<file path="src/rtl/ttc_pkg.sv">
// Shared types and constants of the text terminal cursor controller.
package ttc_pkg;

  localparam int TEXT_COLUMNS = 53;
  localparam int TEXT_LINES = 32;
  localparam int COL_W = 6;
  localparam int LINE_W = 5;
  localparam int CQ_DEPTH = 4;
  localparam int CQ_PTR_W = $clog2(CQ_DEPTH);

  localparam logic [7:0] CODE_BEEP = 8'd7;
  localparam logic [7:0] CODE_BS = 8'd8;
  localparam logic [7:0] CODE_TAB = 8'd9;
  localparam logic [7:0] CODE_NL = 8'd10;
  localparam logic [7:0] CODE_VT = 8'd11;
  localparam logic [7:0] CODE_CLEAR = 8'd12;
  localparam logic [7:0] CODE_PAREN_OPEN = 8'd17;
  localparam logic [7:0] CODE_PAREN_OPEN_HI = 8'd18;
  localparam logic [7:0] CODE_PAREN_CLOSE = 8'd19;
  localparam logic [7:0] CODE_PAREN_CLOSE_HI = 8'd20;
  localparam logic [7:0] CODE_DEL = 8'h7f;
  localparam logic [6:0] PRINT_FIRST = 7'd32;
  localparam logic [6:0] LOW7_DEL = 7'h7f;

  localparam logic [7:0] CHAR_SPACE = 8'h20;
  localparam logic [7:0] CHAR_OPEN = 8'h28;
  localparam logic [7:0] CHAR_CLOSE = 8'h29;
  localparam logic [7:0] CURSOR_GLYPH = 8'h5f;
  localparam logic [7:0] HIGHLIGHT_BIT = 8'h80;

  localparam logic [1:0] KIND_WRITE = 2'd0;
  localparam logic [1:0] KIND_CLEAR_ROW = 2'd1;
  localparam logic [1:0] KIND_CLEAR_ALL = 2'd2;
  localparam logic [1:0] KIND_BEEP = 2'd3;

  typedef enum logic [3:0] {
    OP_BS,
    OP_TAB,
    OP_PAREN,
    OP_DEL,
    OP_PRINT,
    OP_CLEAR,
    OP_NL,
    OP_VT,
    OP_BEEP,
    OP_OTHER
  } op_t;

  typedef struct packed {
    op_t op;
    logic [7:0] ch;
  } cmd_t;

  typedef enum logic [1:0] {
    PH_SPACE,
    PH_ACT,
    PH_SCROLL,
    PH_GLYPH
  } phase_t;

  typedef struct packed {
    logic [1:0] kind;
    logic [LINE_W-1:0] phys_row;
    logic [COL_W-1:0] cell_column;
    logic [7:0] cell_char;
    logic [LINE_W-1:0] view_offset;
    logic last;
  } res_t;

endpackage

</file>
<file path="src/rtl/text_terminal_cursor_controller.sv">
// Top level of the text terminal cursor controller.
// Each character code pushed in becomes zero to four store operations on the result
// side, one transfer per cycle unless the held result has not been popped: a code
// that only moves the cursor (backspace, tab) yields nothing, a parenthesis yields
// one write, and other codes yield a space write, an optional character write,
// clear-all, beep or row clear, and the cursor write. A four-entry command queue
// lets the input side keep pushing while results wait to be popped.
module text_terminal_cursor_controller import ttc_pkg::*; (
  input  logic                clk,
  input  logic                rst,
  input  logic                push,
  output logic                full,
  input  logic [7:0]          char_code,
  output logic                empty,
  input  logic                pop,
  output logic [1:0]          kind,
  output logic [LINE_W-1:0]   phys_row,
  output logic [COL_W-1:0]    cell_column,
  output logic [7:0]          cell_char,
  output logic [LINE_W-1:0]   view_offset,
  output logic                last
);

  logic cmd_valid;
  logic cmd_pop;
  cmd_t cmd;
  res_t res;

  ttc_front u_front (
    .clk       (clk),
    .rst       (rst),
    .push      (push),
    .full      (full),
    .char_code (char_code),
    .cmd_valid (cmd_valid),
    .cmd       (cmd),
    .cmd_pop   (cmd_pop)
  );

  ttc_back u_back (
    .clk       (clk),
    .rst       (rst),
    .cmd_valid (cmd_valid),
    .cmd       (cmd),
    .cmd_pop   (cmd_pop),
    .empty     (empty),
    .pop       (pop),
    .res_out   (res)
  );

  assign kind = res.kind;
  assign phys_row = res.phys_row;
  assign cell_column = res.cell_column;
  assign cell_char = res.cell_char;
  assign view_offset = res.view_offset;
  assign last = res.last;

endmodule

</file>
<file path="src/rtl/ttc_front.sv">
// Front end: classifies incoming character codes and queues the commands.
module ttc_front import ttc_pkg::*; (
  input  logic       clk,
  input  logic       rst,
  input  logic       push,
  output logic       full,
  input  logic [7:0] char_code,
  output logic       cmd_valid,
  output cmd_t       cmd,
  input  logic       cmd_pop
);

  cmd_t entries [CQ_DEPTH];
  logic [CQ_PTR_W-1:0] wr_ptr;
  logic [CQ_PTR_W-1:0] rd_ptr;
  logic [CQ_PTR_W:0] count;
  cmd_t cls;
  logic push_ok;
  logic pop_ok;

  always_comb begin
    cls.ch = char_code;
    if (char_code == CODE_BS) begin
      cls.op = OP_BS;
    end else if (char_code == CODE_TAB) begin
      cls.op = OP_TAB;
    end else if (char_code >= CODE_PAREN_OPEN && char_code <= CODE_PAREN_CLOSE_HI) begin
      cls.op = OP_PAREN;
      cls.ch = (char_code <= CODE_PAREN_OPEN_HI) ? CHAR_OPEN : CHAR_CLOSE;
      if (char_code == CODE_PAREN_OPEN_HI || char_code == CODE_PAREN_CLOSE_HI) begin
        cls.ch = cls.ch | HIGHLIGHT_BIT;
      end
    end else if (char_code == CODE_DEL) begin
      cls.op = OP_DEL;
    end else if (char_code[6:0] >= PRINT_FIRST) begin
      cls.op = OP_PRINT;
    end else if (char_code == CODE_CLEAR) begin
      cls.op = OP_CLEAR;
    end else if (char_code == CODE_NL) begin
      cls.op = OP_NL;
    end else if (char_code == CODE_VT) begin
      cls.op = OP_VT;
    end else if (char_code == CODE_BEEP) begin
      cls.op = OP_BEEP;
    end else begin
      cls.op = OP_OTHER;
    end
  end

  assign full = (count == (CQ_PTR_W+1)'(CQ_DEPTH));
  assign cmd_valid = (count != '0);
  assign cmd = entries[rd_ptr];
  assign push_ok = push && !full;
  assign pop_ok = cmd_pop && cmd_valid;

  always_ff @(posedge clk) begin
    if (push_ok) begin
      entries[wr_ptr] <= cls;
    end
  end

  always_ff @(posedge clk) begin
    if (rst) begin
      wr_ptr <= '0;
      rd_ptr <= '0;
      count <= '0;
    end else begin
      if (push_ok) begin
        wr_ptr <= wr_ptr + 1'b1;
      end
      if (pop_ok) begin
        rd_ptr <= rd_ptr + 1'b1;
      end
      if (push_ok && !pop_ok) begin
        count <= count + 1'b1;
      end else if (pop_ok && !push_ok) begin
        count <= count - 1'b1;
      end
    end
  end

endmodule

</file>
<file path="src/rtl/ttc_back.sv">
// Back end: carries out queued commands on the cursor state and emits store operations.
module ttc_back import ttc_pkg::*; (
  input  logic clk,
  input  logic rst,
  input  logic cmd_valid,
  input  cmd_t cmd,
  output logic cmd_pop,
  output logic empty,
  input  logic pop,
  output res_t res_out
);

  localparam logic [COL_W-1:0] LAST_COL = COL_W'(TEXT_COLUMNS - 1);
  localparam logic [LINE_W-1:0] LAST_LINE = LINE_W'(TEXT_LINES - 1);
  localparam logic [LINE_W-1:0] VT_LINE = LINE_W'(TEXT_LINES - 3);

  phase_t phase;
  phase_t phase_next;
  logic [LINE_W-1:0] cursor_line;
  logic [LINE_W-1:0] cursor_line_next;
  logic [COL_W-1:0] cursor_column;
  logic [COL_W-1:0] cursor_column_next;
  logic [LINE_W-1:0] scroll_offset;
  logic [LINE_W-1:0] scroll_offset_next;
  logic out_valid;
  res_t out_q;
  res_t res;
  logic emit;
  logic done;
  logic advance;
  logic out_ready;
  logic [LINE_W:0] row_sum;
  logic [LINE_W-1:0] cur_phys;

  assign row_sum = {1'b0, cursor_line} + {1'b0, scroll_offset};
  assign cur_phys = (row_sum >= (LINE_W+1)'(TEXT_LINES))
                    ? LINE_W'(row_sum - (LINE_W+1)'(TEXT_LINES))
                    : LINE_W'(row_sum);

  assign out_ready = !out_valid || pop;
  assign advance = cmd_valid && (!emit || out_ready);
  assign cmd_pop = advance && done;

  always_comb begin
    emit = 1'b0;
    done = 1'b0;
    res.kind = KIND_WRITE;
    res.phys_row = cur_phys;
    res.cell_column = cursor_column;
    res.cell_char = CHAR_SPACE;
    res.view_offset = scroll_offset;
    res.last = 1'b0;
    unique case (phase)
      PH_SPACE: begin
        unique case (cmd.op)
          OP_BS, OP_TAB: begin
            done = 1'b1;
          end
          OP_PAREN: begin
            emit = 1'b1;
            done = 1'b1;
            res.cell_char = cmd.ch;
            res.last = 1'b1;
          end
          default: begin
            emit = 1'b1;
          end
        endcase
      end
      PH_ACT: begin
        emit = 1'b1;
        unique case (cmd.op)
          OP_CLEAR: begin
            res.kind = KIND_CLEAR_ALL;
            res.phys_row = '0;
            res.cell_column = '0;
            res.cell_char = '0;
            res.view_offset = '0;
          end
          OP_BEEP: begin
            res.kind = KIND_BEEP;
            res.phys_row = '0;
            res.cell_column = '0;
            res.cell_char = '0;
          end
          default: begin
            res.cell_char = cmd.ch;
          end
        endcase
      end
      PH_SCROLL: begin
        emit = 1'b1;
        res.kind = KIND_CLEAR_ROW;
        res.phys_row = scroll_offset;
        res.cell_column = '0;
        res.cell_char = '0;
      end
      PH_GLYPH: begin
        emit = 1'b1;
        done = 1'b1;
        res.cell_char = CURSOR_GLYPH;
        res.last = 1'b1;
      end
      default: begin
        done = 1'b1;
      end
    endcase
  end

  always_comb begin
    phase_next = phase;
    cursor_line_next = cursor_line;
    cursor_column_next = cursor_column;
    scroll_offset_next = scroll_offset;
    if (advance) begin
      unique case (phase)
        PH_SPACE: begin
          phase_next = PH_GLYPH;
          unique case (cmd.op)
            OP_BS, OP_DEL: begin
              if (cursor_column == '0) begin
                if (cursor_line != '0) begin
                  cursor_line_next = cursor_line - 1'b1;
                  cursor_column_next = LAST_COL;
                end
              end else begin
                cursor_column_next = cursor_column - 1'b1;
              end
              if (cmd.op == OP_BS) begin
                phase_next = PH_SPACE;
              end
            end
            OP_TAB: begin
              phase_next = PH_SPACE;
              if (cursor_column >= LAST_COL) begin
                if (cursor_line < LAST_LINE) begin
                  cursor_line_next = cursor_line + 1'b1;
                  cursor_column_next = '0;
                end
              end else begin
                cursor_column_next = cursor_column + 1'b1;
              end
            end
            OP_PAREN: begin
              phase_next = PH_SPACE;
            end
            OP_PRINT, OP_CLEAR, OP_BEEP: begin
              phase_next = PH_ACT;
            end
            OP_NL: begin
              cursor_column_next = '0;
              if (cursor_line >= LAST_LINE) begin
                phase_next = PH_SCROLL;
              end else begin
                cursor_line_next = cursor_line + 1'b1;
              end
            end
            OP_VT: begin
              cursor_column_next = '0;
              scroll_offset_next = '0;
              cursor_line_next = VT_LINE;
            end
            default: begin
              phase_next = PH_GLYPH;
            end
          endcase
        end
        PH_ACT: begin
          phase_next = PH_GLYPH;
          if (cmd.op == OP_CLEAR) begin
            cursor_line_next = '0;
            cursor_column_next = '0;
            scroll_offset_next = '0;
          end else if (cmd.op == OP_PRINT) begin
            if (cursor_column >= LAST_COL) begin
              cursor_column_next = '0;
              if (cursor_line >= LAST_LINE) begin
                phase_next = PH_SCROLL;
              end else begin
                cursor_line_next = cursor_line + 1'b1;
              end
            end else begin
              cursor_column_next = cursor_column + 1'b1;
            end
          end
        end
        PH_SCROLL: begin
          phase_next = PH_GLYPH;
          scroll_offset_next = (scroll_offset == LAST_LINE) ? '0 : scroll_offset + 1'b1;
        end
        PH_GLYPH: begin
          phase_next = PH_SPACE;
        end
        default: begin
          phase_next = PH_SPACE;
        end
      endcase
    end
  end

  always_ff @(posedge clk) begin
    if (rst) begin
      phase <= PH_SPACE;
      cursor_line <= '0;
      cursor_column <= '0;
      scroll_offset <= '0;
      out_valid <= 1'b0;
    end else begin
      phase <= phase_next;
      cursor_line <= cursor_line_next;
      cursor_column <= cursor_column_next;
      scroll_offset <= scroll_offset_next;
      if (advance && emit) begin
        out_valid <= 1'b1;
      end else if (pop) begin
        out_valid <= 1'b0;
      end
    end
  end

  always_ff @(posedge clk) begin
    if (advance && emit) begin
      out_q <= res;
    end
  end

  assign empty = !out_valid;
  assign res_out = out_q;

endmodule
</file>
<file path="config.mk">
export PLATFORM = sky130hd
export DESIGN_NAME = text_terminal_cursor_controller
export DESIGN_NICKNAME = d
export VERILOG_FILES = /design/src/rtl/ttc_pkg.sv /design/src/rtl/text_terminal_cursor_controller.sv /design/src/rtl/ttc_front.sv /design/src/rtl/ttc_back.sv
export SDC_FILE = /design/constraint.sdc
export NUM_CORES = 1
export LEC_CHECK = 0
export BUFFER_PORTS_ARGS = -buffer_cell sky130_fd_sc_hd__buf_2
export CAP_MARGIN = 40
export CORE_MARGIN = 5
export CORE_UTILIZATION = 55
export DETAILED_ROUTE_END_ITERATION = 8
export GPL_ROUTABILITY_DRIVEN = 0
export PLACE_DENSITY = 0.86
export SLEW_MARGIN = 20
export SYNTH_ARGS = -nofsm -noshare
export SYNTH_HDL_FRONTEND = slang
export SYNTH_HIERARCHICAL = 1
export SYNTH_SLANG_ARGS = --single-unit
</file>
<file path="constraint.sdc">
create_clock -name clk -period 3.63 [get_ports clk]
set_input_delay 0.5445 -clock clk [delete_from_list [all_inputs] [get_ports clk]]
set_output_delay 0.5445 -clock clk [all_outputs]
set_load 0.01 [all_outputs]
</file>
==> out/metrics.csv <==
metric,value,unit
die width,111,um
row cnt,36,
syn_area_per_cell,11.3,sq um
CTS max path bufs,2,
root buffer cell,clkbuf_8,
#FFs+latches synth,103,
Power Density,771,nW/um^2
"Clk Latency, worst-skew pair",0.37,ns
first-pass GRT wire length,18700,um
post-synth design cell area,5600,sq um
Crit Path Max Fanout,14,
Crit path largest cell delay,0.56,ns
Post-Route WL,11200,um
Max Clock Skew,0.00967,ns
initial antenna violation count,0,
Final TNS setup,0,ns
Worst Setup End Kind,flop,
static leakage,2.28,nW
CTS tree,yes,
via count,4032,
placed cells,652,
layout cell share with drive strength beyond 1,18.3,%
sequential fraction of the synthesis area,50.2,%
Port Buffers,40,
number of CTS-inserted buffers,9,
Synth top cells by count,"edfxtp_1 (75), nor2_1 (37), a21oi_1 (30)",
Sink Count,103,
Total GRT Usage,18.5,%
Slew HR,45.8,%
Die Span Y,111,um
number of max-cap violations,0,
cell with the largest stage delay on the worst path,mux4_2,
synth top area cells,"edfxtp_1 (40%), dfxtp_1 (10%), ha_1 (4.9%), mux4_2 (4.8%), a21oi_1 (2.7%)",
# fillers,749,
clk slew on worst S/H paths,0.11,ns
Yosys Warn Count,6,
Overflow after GRT,0,
Post-Syn Instances,498,
ys flop type,edfxtp_1,
final core occ,61.9,%
Core Region,9860,sq um
worst ir drop on vdd,0.000279,V
CP Cell Sequence,mux4_2 > buf_4 > or3b_1 > a21oi_1 > o21ai_0 > nor2_1 > nand2_1 > ha_1 > inv_1 > fa_1 > xor2_1 > or3_1 > a21oi_1,
I/O pin cnt,41,
# Post-CTS Setup Buffers,0,
1st-pass router iterations,4,
number of unique standard cell types used by synthesis,79,
status,finished clean,
crit path DAT,3.66,ns
Starting Density,56.8,%
Worst path most repeated cell,a21oi_1,
top-count cell post-synth,edfxtp_1,
final cell count without fillers,668,
count of final hold-check violations,0,
Post-Syn Nets,534,
Area Overhead vs Synth,9.00,%
Post-CTS Resized,0,
vias in the first global route,3939,
number of diodes,0,
RSZ-0062 raised after global routing,no,
Synth area leader,edfxtp_1,
crit path time final,3.36,ns
die footprint,12300,sq um
DRC Markers,0,
largest net degree at the start of global routing,31,
DR WL/cell,16.7,um
crit start category,flop,
period utilisation layout,92.4,%
vias per cell,6.04,
asr flop ratio synth,0,%
max-slew violations,0,
Worst Path Required,3.93,ns
Worst Tran Pin Value,0.807,ns
Detail Placement HPWL,8000,um
setup violators final,0,
htree depth,3,
kind of critical path,reg2reg,
"reg-to-reg slack, setup",0.27,ns
Post-synth EDFFs,75,
top-area cell type share of the netlist area,40.2,%
Detail Route Antenna Nets,0,
Final nets,566,
Fmax achieved,298,MHz
hold buffer count at cts,0,
initial DRC count,288,
HP Class,in2reg,
cell usage in the layout (no fill, tap or decap), types with 11 or more instances in the layout:
| cell type | instances |
|---|---|
| edfxtp_1 | 75 |
| buf_2 | 40 |
| nor2_1 | 37 |
| a21oi_1 | 30 |
| dfxtp_1 | 28 |
| ha_1 | 22 |
| and2_1 | 21 |
| inv_1 | 20 |
| nand2_1 | 20 |
| o21ai_0 | 17 |
| nand3_1 | 12 |
| mux4_2 | 12 |
| nor3_1 | 11 |
| a211oi_1 | 11 |
sequential cells by signal (all words and copies together), names as in the netlist, named ones only:
register and count:
u_back/scroll_offset 5, u_front/count 3, u_back/out_valid 1, u_front/entries 48
u_back/cursor_column 6, u_back/phase 2, u_back/cursor_line 5, u_back/res_out 27
u_front/rd_ptr 2, u_front/wr_ptr 2
worst paths after layout:
path                                  startpoint               endpoint  cells past startpoint
worst min register to register  u_front/count[2]       u_front/count[2]                      2
worst max-delay path                        flop       u_front/count[2]                     13
worst min-delay path                char_code[6]  u_front/entries[0][6]                      1
worst max register to register              flop       u_front/count[2]                     13
cells by family after synthesis:
| family | after synthesis | share of synthesized area, % |
|---|---|---|
| muxes | 18 | 5.94 |
| and+or+nand+nor | 177 | 18.8 |
| xor gates and xnor gates | 11 | 1.72 |
| AOI/OAI and AO/OA | 116 | 14.1 |
| DFF | 103 | 50.2 |
| adders and majority gates | 24 | 5.63 |
| buffers and inverters | 49 | 3.68 |
final cells by class:
class	instances	area, sq um	share of cell area (%)
clock buffer	9	124	2.03
sequential	103	2810	46.0
timing repair buffer	50	275	4.51
inverter	20	75.1	1.23
multi-input combinational	346	2580	42.3
tap	133	166	2.72
clock inverter	7	70.1	1.15
power by group:
| part | switching (W) | internal [W] |
|---|---|---|
| Clock | 0.000428 | 0.000270 |
| Sequential | 0.000211 | 0.00167 |
| Combinational | 0.00128 | 0.000858 |
| Total | 0.00192 | 0.00279 |
stage by stage:
stage	instance area, sq um	hold slack (ns)	total power [W]	worst slack (ns)
detailed placement	5910	0.512	0.00401	0.336
CTS	6110	0.422	0.00471	0.273
global placement	5910	0.474	0.00395	0.511
finish	6110	0.449	0.00471	0.275
floorplan	5600	0.462	0.00341	0.155
global route	6110	0.424	0.00504	0.00523
metal layers:
metal / vias up / routed length [um] / global-route usage [%]
met5: - / 0 / 0
met4: 0 / 369 / 9.20
met3: 31 / 597 / 2.95
met2: 145 / 5620 / 32.0
met1: 1923 / 4580 / 22.4
li1: 1933 / - / -
worst max-delay path: cells and delay by family (launching register included):
family                     cells  cell delay, ns
AOI/OAI and AO/OA              3            0.38
xor gates and xnor gates       1            0.08
adders and majority gates      2            0.42
buffers and inverters          2            0.28
DFF                            1            0.53
muxes                          1            0.56
and+or+nand+nor                4            1.03
Note: power is estimated with default switching activity, not from simulation.
